`src/sv/spilhc_pkg.sv`:
```
// types, codes and helpers shared by the spi link handshake controller
`default_nettype none

package spilhc_pkg;

  localparam int unsigned CfgIdxW  = 2;
  localparam int unsigned CfgDataW = 16;

  // action codes
  localparam logic [1:0] ACT_DONE  = 2'd0;
  localparam logic [1:0] ACT_TICK  = 2'd1;
  localparam logic [1:0] ACT_START = 2'd2;

  // response codes
  localparam logic [2:0] RC_SUCCESS  = 3'd0;
  localparam logic [2:0] RC_BAD_RESP = 3'd1;
  localparam logic [2:0] RC_BAD_HCRC = 3'd2;
  localparam logic [2:0] RC_FORMAT   = 3'd3;
  localparam logic [2:0] RC_VERSION  = 3'd4;
  localparam logic [2:0] RC_LENGTH   = 3'd5;
  localparam logic [2:0] RC_BAD_DCRC = 3'd6;

  // phase codes as reported on the result word
  localparam logic [2:0] PC_HEADER    = 3'd0;
  localparam logic [2:0] PC_HDR_RESP  = 3'd1;
  localparam logic [2:0] PC_DATA      = 3'd2;
  localparam logic [2:0] PC_DATA_RESP = 3'd3;
  localparam logic [2:0] PC_RESETTING = 3'd4;
  localparam logic [2:0] PC_PROCESS   = 3'd5;

  // configuration register indexes
  localparam logic [CfgIdxW-1:0] CFG_FORMAT  = 2'd0;
  localparam logic [CfgIdxW-1:0] CFG_VERSION = 2'd1;
  localparam logic [CfgIdxW-1:0] CFG_MAX_LEN = 2'd2;
  localparam logic [CfgIdxW-1:0] CFG_TIMEOUT = 2'd3;

  typedef enum logic [5:0] {
    PH_HEADER    = 6'b000001,
    PH_HDR_RESP  = 6'b000010,
    PH_DATA      = 6'b000100,
    PH_DATA_RESP = 6'b001000,
    PH_RESETTING = 6'b010000,
    PH_PROCESS   = 6'b100000
  } phase_t;

  typedef struct packed {
    logic [1:0]  action;
    logic [2:0]  peer_response;
    logic [7:0]  peer_format;
    logic [7:0]  peer_version;
    logic [15:0] peer_length_in;
    logic        header_crc_ok;
    logic        data_crc_ok;
    logic [15:0] own_length_in;
  } in_item_t;

  typedef struct packed {
    logic [2:0]  next_phase;
    logic [2:0]  response_sent;
    logic [15:0] exchange_bytes;
    logic        data_ready;
    logic [15:0] failure_total;
    logic [15:0] sequence_number;
  } out_item_t;

  typedef struct packed {
    logic                we;
    logic [CfgIdxW-1:0]  index;
    logic [CfgDataW-1:0] data;
  } cfg_wr_t;

  function automatic logic [2:0] phase_code(input phase_t ph);
    logic [2:0] code;
    case (ph)
      PH_HEADER:    code = PC_HEADER;
      PH_HDR_RESP:  code = PC_HDR_RESP;
      PH_DATA:      code = PC_DATA;
      PH_DATA_RESP: code = PC_DATA_RESP;
      PH_RESETTING: code = PC_RESETTING;
      PH_PROCESS:   code = PC_PROCESS;
      default:      code = PC_HEADER;
    endcase
    return code;
  endfunction

endpackage

`default_nettype wire

```
`src/sv/spilhc_if.sv`:
```
// valid/ready channel interfaces for input and result words
`default_nettype none

interface spilhc_in_if;
  import spilhc_pkg::*;
  logic     valid;
  logic     ready;
  in_item_t payload;
  modport source (output valid, output payload, input ready);
  modport sink (input valid, input payload, output ready);
endinterface

interface spilhc_out_if;
  import spilhc_pkg::*;
  logic      valid;
  logic      ready;
  out_item_t payload;
  modport source (output valid, output payload, input ready);
  modport sink (input valid, input payload, output ready);
endinterface

`default_nettype wire

```
`src/sv/spilhc_ctrl.sv`:
```
// link state, configuration registers and per-word next-state logic
`default_nettype none

module spilhc_ctrl (
  input  logic                  clk,
  input  logic                  rst,
  input  spilhc_pkg::cfg_wr_t   cfg,
  input  logic                  step,
  input  spilhc_pkg::in_item_t  item,
  output spilhc_pkg::out_item_t result
);
  import spilhc_pkg::*;

  logic [7:0]  format_code;
  logic [7:0]  protocol_version;
  logic [15:0] max_data_length;
  logic [15:0] timeout_ticks;

  phase_t      link_phase, link_phase_next;
  logic [2:0]  sent_response, sent_response_next;
  logic [15:0] peer_length, peer_length_next;
  logic [15:0] own_length, own_length_next;
  logic [15:0] idle_ticks, idle_ticks_next;
  logic [15:0] failure_count, failure_count_next;
  logic [15:0] sequence_count, sequence_count_next;

  logic        count_fail;
  logic        ready_flag;
  logic [15:0] idle_inc;
  logic [15:0] longer_length;

  always_ff @(posedge clk) begin
    if (rst) begin
      format_code      <= 8'd0;
      protocol_version <= 8'd0;
      max_data_length  <= 16'd8192;
      timeout_ticks    <= 16'd500;
    end else if (cfg.we) begin
      case (cfg.index)
        CFG_FORMAT:  format_code      <= cfg.data[7:0];
        CFG_VERSION: protocol_version <= cfg.data[7:0];
        CFG_MAX_LEN: max_data_length  <= cfg.data;
        CFG_TIMEOUT: timeout_ticks    <= cfg.data;
        default: ;
      endcase
    end
  end

  assign idle_inc = (idle_ticks == 16'hFFFF) ? idle_ticks : idle_ticks + 16'd1;

  always_comb begin
    link_phase_next     = link_phase;
    sent_response_next  = sent_response;
    peer_length_next    = peer_length;
    own_length_next     = own_length;
    idle_ticks_next     = idle_ticks;
    sequence_count_next = sequence_count;
    count_fail          = 1'b0;
    ready_flag          = 1'b0;
    case (item.action)
      ACT_DONE: begin
        idle_ticks_next = 16'd0;
        case (link_phase)
          PH_HEADER: begin
            if (item.peer_response == RC_BAD_RESP) begin
              count_fail = 1'b1;
            end else begin
              peer_length_next = item.peer_length_in;
              if (!item.header_crc_ok) sent_response_next = RC_BAD_HCRC;
              else if (item.peer_format != format_code) sent_response_next = RC_FORMAT;
              else if (item.peer_version != protocol_version) sent_response_next = RC_VERSION;
              else if (item.peer_length_in > max_data_length) sent_response_next = RC_LENGTH;
              else sent_response_next = RC_SUCCESS;
              link_phase_next = PH_HDR_RESP;
            end
          end
          PH_HDR_RESP: begin
            if (item.peer_response == RC_SUCCESS && sent_response == RC_SUCCESS) begin
              link_phase_next = (peer_length != 16'd0 || own_length != 16'd0) ?
                                PH_DATA : PH_HEADER;
            end else if (item.peer_response == RC_BAD_RESP) begin
              count_fail      = 1'b1;
              link_phase_next = PH_HEADER;
            end else if (item.peer_response == RC_BAD_HCRC ||
                         sent_response == RC_BAD_HCRC) begin
              link_phase_next = PH_HEADER;
            end else begin
              count_fail         = 1'b1;
              sent_response_next = RC_BAD_RESP;
              link_phase_next    = PH_RESETTING;
            end
          end
          PH_DATA: begin
            if (item.peer_response == RC_BAD_RESP) begin
              link_phase_next = PH_HEADER;
            end else begin
              sent_response_next = item.data_crc_ok ? RC_SUCCESS : RC_BAD_DCRC;
              link_phase_next    = PH_DATA_RESP;
            end
          end
          PH_DATA_RESP: begin
            if (item.peer_response == RC_SUCCESS && sent_response == RC_SUCCESS) begin
              link_phase_next = PH_PROCESS;
              ready_flag      = 1'b1;
            end else if (item.peer_response == RC_BAD_RESP) begin
              count_fail      = 1'b1;
              link_phase_next = PH_HEADER;
            end else if (item.peer_response == RC_BAD_DCRC ||
                         sent_response == RC_BAD_DCRC) begin
              link_phase_next = PH_DATA;
            end else begin
              count_fail         = 1'b1;
              sent_response_next = RC_BAD_RESP;
              link_phase_next    = PH_RESETTING;
            end
          end
          default: link_phase_next = PH_HEADER;
        endcase
      end
      ACT_TICK: begin
        idle_ticks_next = idle_inc;
        if (link_phase != PH_HEADER && idle_inc > timeout_ticks) begin
          link_phase_next = PH_HEADER;
        end
      end
      ACT_START: begin
        own_length_next     = item.own_length_in;
        peer_length_next    = 16'd0;
        sequence_count_next = sequence_count + 16'd1;
        link_phase_next     = PH_HEADER;
      end
      default: ;
    endcase
    failure_count_next = (count_fail && failure_count != 16'hFFFF) ?
                         failure_count + 16'd1 : failure_count;
  end

  assign longer_length = (peer_length_next > own_length_next) ?
                         peer_length_next : own_length_next;

  always_comb begin
    result.next_phase      = phase_code(link_phase_next);
    result.response_sent   = sent_response_next;
    result.exchange_bytes  = (link_phase_next == PH_DATA) ? longer_length : 16'd0;
    result.data_ready      = ready_flag;
    result.failure_total   = failure_count_next;
    result.sequence_number = sequence_count_next;
  end

  always_ff @(posedge clk) begin
    if (rst) begin
      link_phase     <= PH_DATA;
      sent_response  <= RC_SUCCESS;
      peer_length    <= 16'd0;
      own_length     <= 16'd0;
      idle_ticks     <= 16'd0;
      failure_count  <= 16'd0;
      sequence_count <= 16'd0;
    end else if (step) begin
      link_phase     <= link_phase_next;
      sent_response  <= sent_response_next;
      peer_length    <= peer_length_next;
      own_length     <= own_length_next;
      idle_ticks     <= idle_ticks_next;
      failure_count  <= failure_count_next;
      sequence_count <= sequence_count_next;
    end
  end

  a_ready_enters_process: assert property (@(posedge clk) disable iff (rst)
    (step && result.data_ready) |=> link_phase == PH_PROCESS)
    else $error("data_ready without entering processing phase");

  a_fail_monotonic: assert property (@(posedge clk) disable iff (rst)
    1'b1 |=> failure_count >= $past(failure_count))
    else $error("failure count decreased");

  a_hold_when_idle: assert property (@(posedge clk) disable iff (rst)
    !step |=> $stable(link_phase) && $stable(sequence_count) && $stable(failure_count))
    else $error("state changed without a word");

  a_seq_on_start: assert property (@(posedge clk) disable iff (rst)
    (step && item.action == ACT_START) |=>
      sequence_count == 16'($past(sequence_count) + 16'd1) && link_phase == PH_HEADER)
    else $error("start next did not advance sequence");

endmodule

`default_nettype wire

```
`src/sv/spi_link_handshake_control_core.sv`:
```
// top level: input register, handshake control and result register
// Slave-side handshake controller for a header / header response / data /
// data response link exchange. Each input word carries one event (transfer
// finished, millisecond tick or start next) and produces exactly one result
// word with the next phase, the response being sent, the data phase length,
// the ready flag, the failure count and the sequence number.
// Channels: in_ch (sink) and out_ch (source), valid/ready; a word moves on a
// clock edge with valid and ready both high. cfg_we/cfg_index/cfg_data write
// the four configuration registers; the user must write them only while no
// word is in flight; the block itself does not enforce this. A word taken on
// in_ch is held in the input register and its result in the result register.
// Throughput: one word per cycle while out_ch does not stall, set by the
// combinational next-state logic between the input and result registers.
// Reset (rst, synchronous): both stages empty, phase is data, counters zero,
// configuration back to its defaults.
// When out_ch stalls the result holds, the input register keeps its word,
// and in_ch drops ready once both stages are full.
`default_nettype none

module spi_link_handshake_control_core (
  input  logic                                clk,
  input  logic                                rst,
  spilhc_in_if.sink                           in_ch,
  spilhc_out_if.source                        out_ch,
  input  logic                                cfg_we,
  input  logic [spilhc_pkg::CfgIdxW-1:0]      cfg_index,
  input  logic [spilhc_pkg::CfgDataW-1:0]     cfg_data
);
  import spilhc_pkg::*;

  logic      s1_valid;
  in_item_t  s1_item;
  logic      s1_adv;
  logic      step;
  out_item_t result;
  logic      out_valid;
  out_item_t out_item;
  cfg_wr_t   cfg;

  assign cfg.we    = cfg_we;
  assign cfg.index = cfg_index;
  assign cfg.data  = cfg_data;

  assign s1_adv      = !out_valid || out_ch.ready;
  assign in_ch.ready = !s1_valid || s1_adv;
  assign step        = s1_valid && s1_adv;

  always_ff @(posedge clk) begin
    if (rst) begin
      s1_valid <= 1'b0;
    end else if (in_ch.ready) begin
      s1_valid <= in_ch.valid;
    end
  end

  always_ff @(posedge clk) begin
    if (in_ch.valid && in_ch.ready) begin
      s1_item <= in_ch.payload;
    end
  end

  spilhc_ctrl u_ctrl (
    .clk    (clk),
    .rst    (rst),
    .cfg    (cfg),
    .step   (step),
    .item   (s1_item),
    .result (result)
  );

  always_ff @(posedge clk) begin
    if (rst) begin
      out_valid <= 1'b0;
    end else if (s1_adv) begin
      out_valid <= s1_valid;
    end
  end

  always_ff @(posedge clk) begin
    if (step) begin
      out_item <= result;
    end
  end

  assign out_ch.valid   = out_valid;
  assign out_ch.payload = out_item;

endmodule

`default_nettype wire
```
`src/flat_wrapper.sv`:
```
// flat-port wrapper written by rule: the top's interface ports become plain ports
module spi_link_handshake_control_core_flat import spilhc_pkg::*;
  (clk, rst, cfg_we, cfg_index, cfg_data, in_ch_valid, in_ch_payload, in_ch_ready, out_ch_valid, out_ch_payload, out_ch_ready);
  spilhc_in_if in_ch_i ();
  spilhc_out_if out_ch_i ();
  input  logic clk;
  input  logic rst;
  input  logic cfg_we;
  input  logic [spilhc_pkg::CfgIdxW-1:0] cfg_index;
  input  logic [spilhc_pkg::CfgDataW-1:0] cfg_data;
  input wire logic [$bits(in_ch_i.valid)-1:0] in_ch_valid;
  input wire logic [$bits(in_ch_i.payload)-1:0] in_ch_payload;
  output wire logic [$bits(in_ch_i.ready)-1:0] in_ch_ready;
  output wire logic [$bits(out_ch_i.valid)-1:0] out_ch_valid;
  output wire logic [$bits(out_ch_i.payload)-1:0] out_ch_payload;
  input wire logic [$bits(out_ch_i.ready)-1:0] out_ch_ready;
  assign in_ch_i.valid = in_ch_valid;
  assign in_ch_i.payload = in_ch_payload;
  assign in_ch_ready = in_ch_i.ready;
  assign out_ch_valid = out_ch_i.valid;
  assign out_ch_payload = out_ch_i.payload;
  assign out_ch_i.ready = out_ch_ready;
  spi_link_handshake_control_core u_core (.clk(clk), .rst(rst), .in_ch(in_ch_i), .out_ch(out_ch_i), .cfg_we(cfg_we), .cfg_index(cfg_index), .cfg_data(cfg_data));
endmodule
```
`config.mk`:
```
export PLATFORM = sky130hd
export DESIGN_NAME = spi_link_handshake_control_core_flat
export DESIGN_NICKNAME = d
export VERILOG_FILES = /design/src/sv/spilhc_pkg.sv /design/src/sv/spilhc_if.sv /design/src/sv/spilhc_ctrl.sv /design/src/sv/spi_link_handshake_control_core.sv /design/src/flat_wrapper.sv
export SDC_FILE = /design/constraint.sdc
export NUM_CORES = 1
export LEC_CHECK = 0
export ABC_AREA = 1
export BUFFER_PORTS_ARGS = -buffer_cell sky130_fd_sc_hd__clkbuf_2
export CORE_UTILIZATION = 55
export DETAILED_ROUTE_END_ITERATION = 12
export GPL_TIMING_DRIVEN = 0
export PLACE_DENSITY = 0.75
export SYNTH_ARGS = -nofsm -noshare
export SYNTH_HDL_FRONTEND = slang
export SYNTH_SLANG_ARGS = --single-unit
```
`constraint.sdc`:
```
create_clock -name clk -period 6.8 [get_ports clk]
set_input_delay 1.7 -clock clk [delete_from_list [all_inputs] [get_ports clk]]
set_output_delay 1.7 -clock clk [all_outputs]
set_load 0.05 [all_outputs]
```
## Word-level counts from Yosys, hierarchy flattened

Cells that the tools add are included.

| word-level totals | value |
|---|---|
| register bits | 249 |
| input bits | 78 |

| operators by class | value |
|---|---|
| add/subtract/negate cells | 3 |
| $lt $le $gt $ge | 3 |
| equality and inequality tests | 24 |
| mux-type cells | 47 |
| reduce and logical (&&, ||, !) cells | 25 |

Operator list:

| cell | count |
|---|---|
| $mux W16 | 7 |
| $pmux W16 S2 | 2 |
| $add A16 B1 Y16 const B | 3 |
| $gt A16 B16 Y1 | 3 |
| $mux W3 | 15 |
| $reduce_bool A16 Y1 | 2 |
| $mux W5 | 5 |
| $pmux W6 S4 | 1 |
| $mux W6 | 3 |
| $pmux W6 S3 | 1 |
| $eq A16 B16 Y1 const B | 1 |
| $ne A16 B16 Y1 const B | 1 |
| $ne A8 B8 Y1 | 2 |
| $pmux W3 S5 | 1 |
| $eq A6 B2 Y1 const B | 2 |
| $eq A6 B3 Y1 const B | 2 |
| $eq A6 B4 Y1 const B | 2 |
| $pmux W3 S4 | 1 |
| $reduce_and A2 Y1 | 6 |
| $mux W1 | 9 |
| $eq A2 B2 Y1 const B | 3 |
| $eq A3 B2 Y1 const B | 2 |
| $eq A3 B3 Y1 const B | 2 |
| $eq A6 B1 Y1 const B | 1 |
| 13 further kinds | 25 |

## Longest topological paths before layout

Gate-level depths: netlist of run 1.

| logic depth | value |
|---|---|
| depth in word-level cells | 9 |
| mapped depth | 24 |
| gate-level depth less buffers | 23 |

## Cells and area by module

Synthesis of run 1 repeated with hierarchy kept, for this count alone.

| second synthesis, totals | value |
|---|---|
| cell total of the unflattened synthesis | 1561 |
| area, all modules | 12692.2 µm² |

By module, submodules not included:

| module | instances | cells each | area each (µm²) | sequential area each (µm²) |
|---|---|---|---|---|
| spilhc_ctrl | 1 | 1439 | 9297.7 | 2742.6 |
| spi_link_handshake_control_core | 1 | 122 | 3394.5 | 3343.2 |

## Least setup slack after synthesis of run 1

No wires, ideal clock.

| timing path | value |
|---|---|
| path type | input-to-reg |
| start | in out_ch_ready |
| end | reg u_core.out_item (netlist bit u_core.out_ch.payload[0]) (enable) |
| arrival | 3.954 ns |
| setup slack | 2.406 ns |
| stages | 6 |
| path buffers | 2 |
| cell sequence | inv_1 > nand2_1 > nand2_1 > inv_1 > clkbuf_1 > clkbuf_1 |

| between the ends | value |
|---|---|
| word-level cells in the longest chain between the ends | 2 |

Ends and longest elaborated chain:

| element | line | RTL |
|---|---|---|
| from (decl) | flat_wrapper.sv:16 | `input wire logic [$bits(out_ch_i.ready)-1:0] out_ch_ready;` |
| $logic_or A1 B1 Y1 | spi_link_handshake_control_core.sv:44 | `assign s1_adv = !out_valid \|\| out_ch.ready;` |
| $logic_and A1 B1 Y1 | spi_link_handshake_control_core.sv:46 | `assign step = s1_valid && s1_adv;` |
| via u_core.step | spi_link_handshake_control_core.sv:34 | `logic step;` |
| to (signal assigned) | spi_link_handshake_control_core.sv:81 | `out_item <= result;` |
| to (decl) | spi_link_handshake_control_core.sv:37 | `out_item_t out_item;` |

The timed path passes the listed nets, and every way through them passes these cells.
A chain may end at the register's enable or synchronous reset.

## Worst setup path after layout of run 1

| timing path | value |
|---|---|
| start | reg u_core.s1_item[53] in the netlist's numbering |
| end | reg u_core.out_item (netlist bit u_core.out_ch.payload[42]) (data pin) |

| between the ends | value |
|---|---|
| word-level cells in the longest chain between the ends | 4 |
| elaborated cells on any way between the ends | 9 |
| classes of those cells | order compare (1); eq/ne (3); mux (4); reduce/logical (1) |

Ends and longest elaborated chain:

| element | line | RTL |
|---|---|---|
| from (decl) | spi_link_handshake_control_core.sv:32 | `in_item_t s1_item;` |
| from (signal assigned) | spi_link_handshake_control_core.sv:58 | `s1_item <= in_ch.payload;` |
| $eq A2 B2 Y1 / $logic_not A2 Y1 (equally long branches) | spilhc_ctrl.sv:60 | `case (item.action)` |
| $pmux W16 S2 * | spilhc_ctrl.sv:60 |  |
| via u_core.u_ctrl.peer_length_next[9] | spilhc_ctrl.sv:21 | `logic [15:0] peer_length, peer_length_next;` |
| $gt A16 B16 Y1 | spilhc_ctrl.sv:138 | `assign longer_length = (peer_length_next > own_length_next) ?` |
| $mux W16 * | spilhc_ctrl.sv:138 |  |

Mark *: on every way through the listed nets, which the timed path passes. The rest lies on a longest branch.

==> metrics.md, run 1 <==
| Metric | Value |
|---|---|
| Grt ovf | 0 |
| Inst Count DP | 1,881 |
| Syn Nets | 1,596 |
| Setup CP Type | reg2reg |
| Period minus WS final | 4049 ps |
| Worst Tran Pin Value | 920.8 ps |
| Hold crit path type | reg2reg |
| Post-synth EDFFs | 110 |
| DRT iter0 DRCs | 692 |
| Final Hold Viols | 0 |
| Largest family of logic cells by synthesized area | simple AND/OR/NAND/NOR gates |
| CTS tree | yes |
| Clk slew on worst S/H paths | 60 ps |
| CTS Sinks | 249 |
| Pre-antenna DRT Iters | 5 |
| Layout Utilization | 65.24% |
| Commonest non-fill, non-tap cell in the layout | inv_1 |
| Max cap viols | 0 |
| Crit path capture type | register |
| Global placer's final weighted congestion | 0.9316 |
| TNS Setup | 0 ps |
| Final #Nets | 1,759 |
| X dimension of the die | 151.8 um |
| HPWL after detailed placement | 23,120 um |
| Crit-path max FO | 10 |
| H-tree depth | 1 |
| Via count | 10.45k |
| Die Y | 151.8 um |
| CTS buffer count | 27 |
| CP arrival | 4340 ps |
| Synth async-reset ratio | 0% |
| RSZ-0062 raised after global routing | false |
| Vias in the first global route | 9,783 |
| Initial antenna violation count | 0 |
| Via/cell ratio | 5.413 |
| Synth Area in Simple Gates | 18.53% |
| Starting density of the core | 56.41% |
| Mapped Cells | 1,467 |
| Share of cells above drive strength 1 | 15.15% |
| Fillers | 1,876 |
| Peak supply drop | 0.2264 mV |
| Distinct cells, synth | 45 |
| DRC viols | 0 |
| P&R area growth vs syn | 15.66% |
| CTS max path bufs | 3 |
| Multi-input gate area | 0.005187 mm2 |
| XOR/XNOR Fraction of Synth Area | 3.476% |
| GR Util All Layers | 26.95% |
| Final wirelength | 31,020 um |
| CP Launch Type | register |
| Slew Limit Fails | 0 |
| Relative slew slack | 38.62% |
| Post-CTS Resized | 0 |
| Power density cells | 256.8 mW/mm2 |
| Avg Inst Size Synth | 8.417 um2 |
| Die area | 0.02305 mm2 |
| FF+latch count, synth | 249 |
| Status | complete, no violations |
| Sequential area share after synthesis | 49.29% |
| Post-Layout Cell Count | 1,930 |
| Antenna-violating nets left | 0 |
| Core area | 0.02189 mm2 |
| # hold bufs at CTS | 0 |
| # port buffers | 133 |
| Req. time, crit path | 7090 ps |
| Largest net degree at the start of global routing | 65 |
| Post-CTS Setup Repair Bufs | 0 |
| Clock skew | 14.75 ps |
| Mapped cell area | 0.01235 mm2 |
| Reg area | 0.006086 mm2 |
| # diodes | 0 |
| Drt wl/cell | 16.07 um |
| Setup Viol. Count Final | 0 |
| Commonest cells after routing, fill and taps aside | inv_1 (221), nand2_1 (209), o21ai_0 (144) |
| Compound-cell area share of the yosys netlist | 14.83% |
| Most used flip-flop cell after synthesis | dfxtp_1 |
| Clk Latency, worst-skew pair | 540 ps |
| Mux cell area share after synthesis | 0% |
| IO Count | 135 |
| Post-synthesis adder-cell area fraction | 5.168% |
| First-pass GRT wire length | 50,010 um |
| Number of synthesis warnings | 0 |
| Leakage | 6.530 nW |
| Fmax | 247.0 MHz |
| Root buf cell | clkbuf_16 |
| Rows | 54 |
| Crit share post-route | 59.55% |
==> state kept, by name (all words and copies together), names as in the netlist, 6 cells and up <==
signal,count
u_core.out_ch.payload,55
u_core.s1_item,55
u_core.u_ctrl.failure_count,16
u_core.u_ctrl.format_code,8
u_core.u_ctrl.idle_ticks,16
u_core.u_ctrl.link_phase,6
u_core.u_ctrl.max_data_length,16
u_core.u_ctrl.own_length,16
u_core.u_ctrl.peer_length,16
u_core.u_ctrl.protocol_version,8
u_core.u_ctrl.sequence_count,16
u_core.u_ctrl.timeout_ticks,16
==> cells in the mapped netlist (3+ instances only) <==
cell,n,area share [%]
nand3_1,49,2.0
xor2_1,33,2.3
and2_1,3,0.15
ha_1,51,5.2
dfxtp_1,139,23
o211ai_1,12,0.73
inv_1,222,6.7
edfxtp_1,110,27
a22oi_1,14,0.85
clkbuf_1,43,1.3
a21oi_1,129,5.2
nor2_1,142,4.3
nor3_1,18,0.73
nand4_1,22,1.1
a211oi_1,3,0.18
nand2_1,209,6.4
xnor2_1,16,1.1
a21o_1,3,0.18
a31oi_1,5,0.25
nand3_2,5,0.41
nand2_2,4,0.20
nor4_1,5,0.25
o21ai_1,17,0.69
or2_2,19,0.96
inv_2,6,0.18
nor2_4,14,1.3
o21ai_0,144,5.8
o21ai_2,8,0.57
nor2_2,6,0.30
==> path summary, 6_finish.rpt <==
kind | startpoint | depth (start not counted) | endpoint | slack [ps]
worst max register to register | u_core.s1_item[53] | 17 | u_core.out_ch.payload[42] | 2750
worst min register to register | u_core.u_ctrl.timeout_ticks[15] | 2 | u_core.u_ctrl.timeout_ticks[15] | 460
worst min-delay path | u_core.u_ctrl.timeout_ticks[15] | 2 | u_core.u_ctrl.timeout_ticks[15] | 460
worst max-delay path | u_core.s1_item[53] | 17 | u_core.out_ch.payload[42] | 2750
==> critical path: stages, from the launching register on <==
cell and delay (ps):
edfxtp_1 560, nor2_2 470, inv_1 260, nor2_4 230, buf_4 210, a22oi_1 160
inv_1 90, ha_1 240, a21o_1 160, nand3_1 60, a21oi_1 70, nor4_1 190
nand2_1 140, nand2_1 110, clkbuf_1 360, o21ai_0 260, inv_1 180, nor2_4 50
==> power by group <==
| group | internal [mW] | switching [mW] |
|---|---|---|
| registers | 1.65 | 0.0520 |
| logic | 0.150 | 0.340 |
| clock network | 0.881 | 0.590 |
| total | 2.69 | 0.982 |
==> layer usage <==
metal	GRT usage (%)	vias to the layer above	part of all wire (%)
met5	0	-	0
met4	9.762	0	3.1
met3	4.392	66	7.6
met2	43.90	390	46
met1	36.28	4811	43
li1	-	5180	-
==> layout make-up <==
class,instances,share of cell area (%)
flip-flops and latches,249,42.61
clock buffers,32,5.151
inverters,230,6.062
plain buffers,48,1.489
multi-input cells,940,36.32
clock inverters,17,1.113
repair buffers,134,4.801
well taps,280,2.453
==> logic make-up (layout without fill, tap and decap cells) <==
family,count (synthesis),count (layout)
AND/OR/NAND/NOR,500,500
XOR/XNOR,49,49
adder cells (fa/ha/maj),51,51
AO/OA/AOI/OAI,340,340
buffers and inverters,278,461
flip-flops,249,249
==> stage by stage <==
stage / area, um2 / setup slack, ps / power (mW) / hold WS [ps]
floorplan: 12350 / 2406 / 2.069 / 435.3
global placement: 13360 / 1123 / 2.208 / 449.6
detailed placement: 13390 / 2766 / 2.221 / 455.1
CTS: 14280 / 2811 / 3.689 / 463.7
global route: 14280 / 2302 / 3.809 / 474.9
finish: 14280 / 2751 / 3.668 / 461.4
No activity file was read; power rests on OpenSTA's default activity.
==> inputs of run 2 (changes only) <==
Clock period 6.8 ns to 3.75 ns, I/O delays scaled along.
==> metrics.md, run 2 (same netlist as run 1, synthesis figures left out) <==
| Metric | Value |
|---|---|
| Status | complete, no violations |
| Setup CP Type | reg2reg |
| Combinational Power Share | 13.8% (+0.4 points) |
| Antenna-violating nets left | 0 (unchanged) |
| Starting density of the core | 56.41% (unchanged) |
| HPWL after detailed placement | 23,120 um (unchanged) |
| Die Y | 151.8 um (unchanged) |
| Final wirelength | 31,300 um (+0.92%) |
| Slack of the critical path | 184.0 ps (-2567 ps) |
| First-pass GRT wire length | 50,040 um (about the same) |
| Switching pwr | 1.798 mW (+83%) |
| Post-Layout Cell Count | 1,941 (+0.57%) |
| P_int | 4.891 mW (+82%) |
| RR Endpoint | u_core.out_ch.payload[45] |
| Inst Count DP | 1,881 (unchanged) |
| Die area | 0.02305 mm2 (unchanged) |
| Clock skew | 12.36 ps (-2.393 ps) |
| CTS buffer count | 27 (unchanged) |
| IO Count | 135 (unchanged) |
| Drt wl/cell | 16.13 um (+0.34%) |
| Root buf cell | clkbuf_16 |
| Commonest cells after routing, fill and taps aside | inv_1 (220), nand2_1 (208), nor2_1 (139) |
| Share of cells above drive strength 1 | 17.22% (+2.1 points) |
| CP arrival | 3850 ps (-490 ps) |
| DRC viols | 0 (unchanged) |
| Register share of total power | 46.3% (-0.2 points) |
| Rows | 54 (unchanged) |
| Clk pwr share | 39.9% (-0.2 points) |
| Fmax | 280.4 MHz (+14%) |
| CTS Sinks | 249 (unchanged) |
| Relative slew slack | 39.55% (+0.93 points) |
| Core area | 0.02189 mm2 (unchanged) |
| # diodes | 0 (unchanged) |
| P&R area growth vs syn | 17.64% |
| Via count | 10.47k (+0.19%) |
| Vias in the first global route | 9,790 (+0.072%) |
| Slew Limit Fails | 0 (unchanged) |
| Clk slew on worst S/H paths | 60 ps (about the same) |
| Reg area | 0.006091 mm2 (about the same) |
| Peak supply drop | 0.4106 mV (+81%) |
| Leakage | 6.633 nW (+1.6%) |
| Grt ovf | 0 (unchanged) |
| Hold_ws | 461.7 ps (+0.2840 ps) |
| X dimension of the die | 151.8 um (unchanged) |
| Largest net degree at the start of global routing | 65 (unchanged) |
| RR Startpoint | u_core.u_ctrl.idle_ticks[0] |
| Final #Nets | 1,770 (+0.63%) |
| Crit-path max FO | 7 (-3) |
| Fillers | 1,831 (-2.4%) |
| CTS tree | yes |
| Initial antenna violation count | 0 (unchanged) |
| Req. time, crit path | 4040 ps (-3050 ps) |
| Sw frac | 26.88% (+0.10 points) |
| Power density cells | 460.5 mW/mm2 (+79%) |
| TNS Setup | 0 ps (unchanged) |
| Critical path destination | u_core.out_ch.payload[45] |
| CTS max path bufs | 3 (unchanged) |
| Commonest non-fill, non-tap cell in the layout | inv_1 |
| Clk Latency, worst-skew pair | 540 ps (about the same) |
| DRT iter0 DRCs | 682 (-1.4%) |
| Worst Tran Pin Value | 906.8 ps (-14.00 ps) |
| # port buffers | 133 (unchanged) |
| Hold crit path type | reg2reg |
| # hold bufs at CTS | 0 (unchanged) |
| Setup Viol. Count Final | 0 (unchanged) |
| R2R depth | 21 (+4) |
| Via/cell ratio | 5.393 (-0.38%) |
| Crit share post-route | 95.09% (+36 points) |
| Pre-CTS setup slack | -237.9 ps (-3003 ps) |
| CP Launch Type | register |
| Multi-input gate area | 0.005318 mm2 (+2.5%) |
| R2r setup slk | 180 ps (-2570 ps) |
| Period minus WS final | 3566 ps (-483.1 ps) |
| Worst Setup SP | u_core.u_ctrl.idle_ticks[0] |
| Global placer's final weighted congestion | 0.9316 (unchanged) |
| Max cap viols | 0 (unchanged) |
| Final Hold Viols | 0 (unchanged) |
| Pre-antenna DRT Iters | 5 (unchanged) |
| GR Util All Layers | 26.97% (about the same) |
| Crit path capture type | register |
| H-tree depth | 1 (unchanged) |
run 2: cell count changes in the layout (fill, tap and decap cells not counted), moves of 4 or more:
cell,change
dfxtp_1,-4
clkbuf_4,+4
nor2_4,+4
o21ai_2,+4
o21ai_1,+5
o21ai_0,-9
dfxtp_2,+4
buf_4,+9
run 2: worst min-delay path by stage:
stage | from | endpoint | cells past startpoint
floorplan | u_core.u_ctrl.max_data_length[10] | u_core.u_ctrl.max_data_length[10] | 2
global placement | u_core.u_ctrl.timeout_ticks[14] | u_core.u_ctrl.timeout_ticks[14] | 2
detailed placement | u_core.u_ctrl.timeout_ticks[11] | u_core.u_ctrl.timeout_ticks[11] | 2
CTS | u_core.u_ctrl.timeout_ticks[11] | u_core.u_ctrl.timeout_ticks[11] | 2
global route | u_core.u_ctrl.timeout_ticks[9] | u_core.u_ctrl.timeout_ticks[9] | 2
finish | u_core.u_ctrl.timeout_ticks[11] | u_core.u_ctrl.timeout_ticks[11] | 2
run 2: what timing repair did:
item | 4_1_cts | 5_1_grt
gates cloned | 0 | 2
buffers inserted | 0 | 9
endpoints found under the setup margin | 17 | 19
resized for setup | 7 | 41
pin swaps | 0 | 11
run 2: power by group through the flow:
stage	combinational [mW]	clock, mW	sequential [mW]
after floorplan	0.521	0	3.23
after global placement	0.855	0	3.15
after detailed placement	0.878	0	3.15
after CTS	0.887	2.71	3.09
after global routing	1.03	2.80	3.11
final	0.923	2.67	3.10
run 2: per-stage QoR:
| step | utilization, % | power (mW) | instance area (um2) |
|---|---|---|---|
| finish | 66.36 | 6.690 | 14530 |
| global placement | 61.05 | 4.005 | 13360 |
| global route | 66.36 | 6.943 | 14530 |
| CTS | 65.31 | 6.691 | 14300 |
| detailed placement | 61.16 | 4.027 | 13390 |
| floorplan | - | 3.753 | 12350 |
run 2: critical path, stage by stage, from the launching register on:
cell,delay (ps)
dfxtp_2,390
ha_4,170
nand3_2,120
nor2_4,170
nand4_1,210
nor2_4,200
nor2_2,100
nand4_1,140
xnor2_2,100
ha_1,310
nand2_1,90
nor2_2,120
nand4_1,110
o21a_1,220
nand2_4,130
nand3_1,110
nand2_1,80
nand2_1,70
nand2_1,90
nand3b_4,200
clkbuf_16,180
nor2_4,30
run 2: area by class of cell:
class,count,share of cell area [%]
Clock inverter,17,1.094
Inverter,230,5.978
Timing Repair Buffer,144,5.357
Clock buffer,32,5.065
Buffer,48,1.559
Multi-Input combinational cell,941,36.61
Tap cell,280,2.412
Sequential cell,249,41.93
run 2: per-layer routing:
metal | track usage, % | part of all wire (%) | vias to the layer above
met3 | 4.392 | 7.0 | 59
li1 | - | - | 5206
met5 | 0 | 0 | -
met2 | 43.94 | 46 | 383
met1 | 36.30 | 44 | 4819
met4 | 9.762 | 2.8 | 0
==> inputs of run 3 (changes only) <==
Settings changed: ABC_AREA 1 to unset, PLACE_DENSITY 0.75 to 0.76.
==> metrics.md, run 3 <==
| Metric | Value |
|---|---|
| Period minus WS final | 4305 ps (+739.4 ps) |
| HPWL after detailed placement | 20,190 um (-13%) |
| Clk slew on worst S/H paths | 60 ps (about the same) |
| H-tree depth | 1 (unchanged) |
| Largest area contributor in the synthesized netlist | edfxtp_1 |
| Switching pwr | 1.660 mW (-7.7%) |
| P_int | 5.009 mW (+2.4%) |
| Post-synth EDFFs | 110 (unchanged) |
| CP Launch Type | register |
| Max cap viols | 0 (unchanged) |
| Relative slew slack | 39.05% (-0.50 points) |
| First-pass GRT wire length | 45,370 um (-9.3%) |
| Most used flip-flop cell after synthesis | dfxtp_1 |
| RSZ-0062 raised after global routing | true |
| Die Y | 148.7 um (-2.1%) |
| Final #Nets | 1,514 (-14%) |
| Req. time, crit path | 4100 ps (+60 ps) |
| CP bufs+invs | 3 (+2) |
| Failing checks | setup timing |
| # hold bufs at CTS | 0 (unchanged) |
| Via count | 9,642 (-7.9%) |
| CTS Sinks | 249 (unchanged) |
| IO Count | 135 (unchanged) |
| Layout Utilization | 68.42% (+2.1 points) |
| Largest cells by area after synthesis | edfxtp_1 (28%), dfxtp_1 (24%), ha_1 (5.4%) |
| Rows | 53 (-1.9%) |
| Final Hold Viols | 0 (unchanged) |
| Most used cell, CP | buf_6 |
| Worst path cell trace | ha_4, nand3_4, buf_6, nor4_4, nor2_4, nand4_1, xnor2_2, ha_1, a21oi_1, o21ai_1, a221o_1, o31ai_4, a32oi_2, a211o_1, or3b_1, buf_6, buf_12, a211oi_4 |
| CTS buffer count | 27 (unchanged) |
| Global placer's final weighted congestion | 0.8710 (-6.5%) |
| Initial antenna violation count | 0 (unchanged) |
| Syn Nets | 1,327 (-17%) |
| Inst Count DP | 1,608 (-15%) |
| FF+latch count, synth | 249 (unchanged) |
| Crit share post-route | 114.8% (+20 points) |
| Pre-antenna DRT Iters | 5 (unchanged) |
| CP top delay family | compound AO/OA/AOI/OAI gates |
| Yosys top cell area share | 27.91% (+1.2 points) |
| Slew Limit Fails | 0 (unchanged) |
| Number of synthesis warnings | 0 (unchanged) |
| CTS tree | yes |
| Via/cell ratio | 5.739 (+6.4%) |
| Worst Tran Pin Value | 914.2 ps (+7.455 ps) |
| Crit-path max FO | 8 (+1) |
| CTS max path bufs | 3 (unchanged) |
| Fmax | 232.3 MHz (-17%) |
| Power density cells | 462.2 mW/mm2 (+0.37%) |
| Post-Layout Cell Count | 1,680 (-13%) |
| DRC viols | 0 (unchanged) |
| CP max stage cell | o31ai_4 |
| Mapped cell area | 0.01184 mm2 (-4.2%) |
| X dimension of the die | 148.7 um (-2.1%) |
| Hold crit path type | reg2reg |
| Clk Latency, worst-skew pair | 530 ps (about the same) |
| Commonest non-fill, non-tap cell in the layout | nor2_1 |
| Sequential area share after synthesis | 51.42% (+2.1 points) |
| Hold_ws | 457.6 ps (-4.111 ps) |
| Die area | 0.02211 mm2 (-4.1%) |
| Mapped Cells | 1,198 (-18%) |
| Combinational Power Share | 12.0% (-1.8 points) |
| Register share of total power | 45.3% (-1.0 points) |
| Starting density of the core | 56.12% (-0.28 points) |
| # diodes | 0 (unchanged) |
| Setup CP Type | reg2reg |
| Avg Inst Size Synth | 9.879 um2 (+17%) |
| GR Util All Layers | 25.79% (-1.2 points) |
| Vias in the first global route | 8,986 (-8.2%) |
| Slack of the critical path | -555.3 ps (-739.4 ps) |
| DRT iter0 DRCs | 789 (+16%) |
| Largest net degree at the start of global routing | 65 (unchanged) |
| Clock skew | 12.77 ps (+0.4118 ps) |
| Leakage | 5.722 nW (-14%) |
| Crit path capture type | register |
| Crit path largest cell delay | 410 ps (+20 ps) |
| Synth cell count leaders | nor2_1 (166), dfxtp_1 (139), nand2_1 (126) |
| Peak supply drop | 0.3857 mV (-6.1%) |
| Root buf cell | clkbuf_16 |
| P&R area growth vs syn | 21.92% |
| Grt ovf | 0 (unchanged) |
| Final wirelength | 28,650 um (-8.5%) |
| Synth async-reset ratio | 0% (unchanged) |
| # port buffers | 134 (+0.75%) |
| Status | finished, violations left |
| Share of cells above drive strength 1 | 21.14% (+3.9 points) |
| Sw frac | 24.89% (-2.0 points) |
| CP arrival | 4660 ps (+810 ps) |
| Commonest cells after routing, fill and taps aside | nor2_1 (160), clkbuf_2 (137), dfxtp_1 (129) |
| Setup Viol. Count Final | 18 (+18) |
| Distinct cells, synth | 61 (+36%) |
| Most common cell in the synthesized netlist | nor2_1 |
| Drt wl/cell | 17.05 um (+5.8%) |
| Clk pwr share | 42.8% (+2.9 points) |
| Antenna-violating nets left | 0 (unchanged) |
| Core area | 0.02109 mm2 (-3.7%) |
[run 3: power by group through the flow]
| stage | registers [mW] | logic, mW | clock network [mW] |
|---|---|---|---|
| after CTS | 3.02 | 0.771 | 2.89 |
| final | 3.02 | 0.798 | 2.85 |
| after global routing | 3.03 | 0.864 | 2.99 |
| after floorplan | 3.16 | 0.418 | 0 |
| after global placement | 3.08 | 0.710 | 0 |
| after detailed placement | 3.08 | 0.730 | 0 |
[run 3: worst register-to-register path, stage by stage, from the launching register on]
cell,delay (ps)
dfxtp_4,360
ha_4,150
nand3_4,80
buf_6,140
nor4_4,360
nor2_4,100
nand4_1,160
xnor2_2,100
ha_1,330
a21oi_1,130
o21ai_1,90
a221o_1,360
o31ai_4,410
a32oi_2,200
a211o_1,280
or3b_1,400
buf_6,180
buf_12,150
a211oi_4,170
[run 3: area by class of cell]
class / count / area, um2
plain buffers: 61 / 290.3
clock inverters: 13 / 193.9
well taps: 275 / 344.1
inverters: 42 / 157.7
flip-flops and latches: 249 / 6111
clock buffers: 36 / 772.0
repair buffers: 159 / 898.4
fillers: 1595 / 6659
multi-input cells: 845 / 5662
[run 3: worst paths after layout]
kind	from	endpoint	slack (ps)	cells after the start
min	u_core.u_ctrl.max_data_length[6]	u_core.u_ctrl.max_data_length[6]	460	2
max	u_core.u_ctrl.idle_ticks[1]	u_core.out_ch.payload[45]	-560	18
min reg2reg	u_core.u_ctrl.max_data_length[6]	u_core.u_ctrl.max_data_length[6]	460	2
max reg2reg	u_core.u_ctrl.idle_ticks[1]	u_core.out_ch.payload[45]	-560	18
[run 3: repair_timing]
item / CTS / global route
gates resized for setup: 36 / 24
pin swaps: 12 / 13
setup endpoints to repair: 18 / 20
setup buffers: 15 / 9
gates cloned: 1 / 0
[run 3: routing by layer]
metal / global-route usage (%) / part of all wire, % / vias to the layer above / wire [um]
met5: 0 / 0 / - / 0
met4: 9.072 / 3.4 / 0 / 970
met3: 4.141 / 6.2 / 75 / 1767
met2: 42.59 / 46 / 357 / 13280
met1: 34.21 / 44 / 4585 / 12630
li1: - / - / 4625 / -
[run 3: stage by stage]
step / power [mW] / cell area [um2] / setup TNS, ps / setup slack [ps]
2_1_floorplan: 3.579 / 12010 / -122.4 / -13.60
3_3_place_gp: 3.788 / 13020 / -79180 / -1036
3_5_place_dp: 3.807 / 13050 / -14520 / -987.2
4_1_cts: 6.676 / 14260 / -6389 / -449.9
5_1_grt: 6.879 / 14430 / -11270 / -710.8
6_report: 6.669 / 14430 / -8070 / -555.3
[run 3: kinds of logic after synthesis]
group,after synthesis,synth area share (%)
simple gates,455,17.62
flops,249,51.42
compound gates,214,12.43
buf+inv,104,3.457
xor+xnor,88,6.512
fa+ha+maj,51,5.392
mux,37,3.161
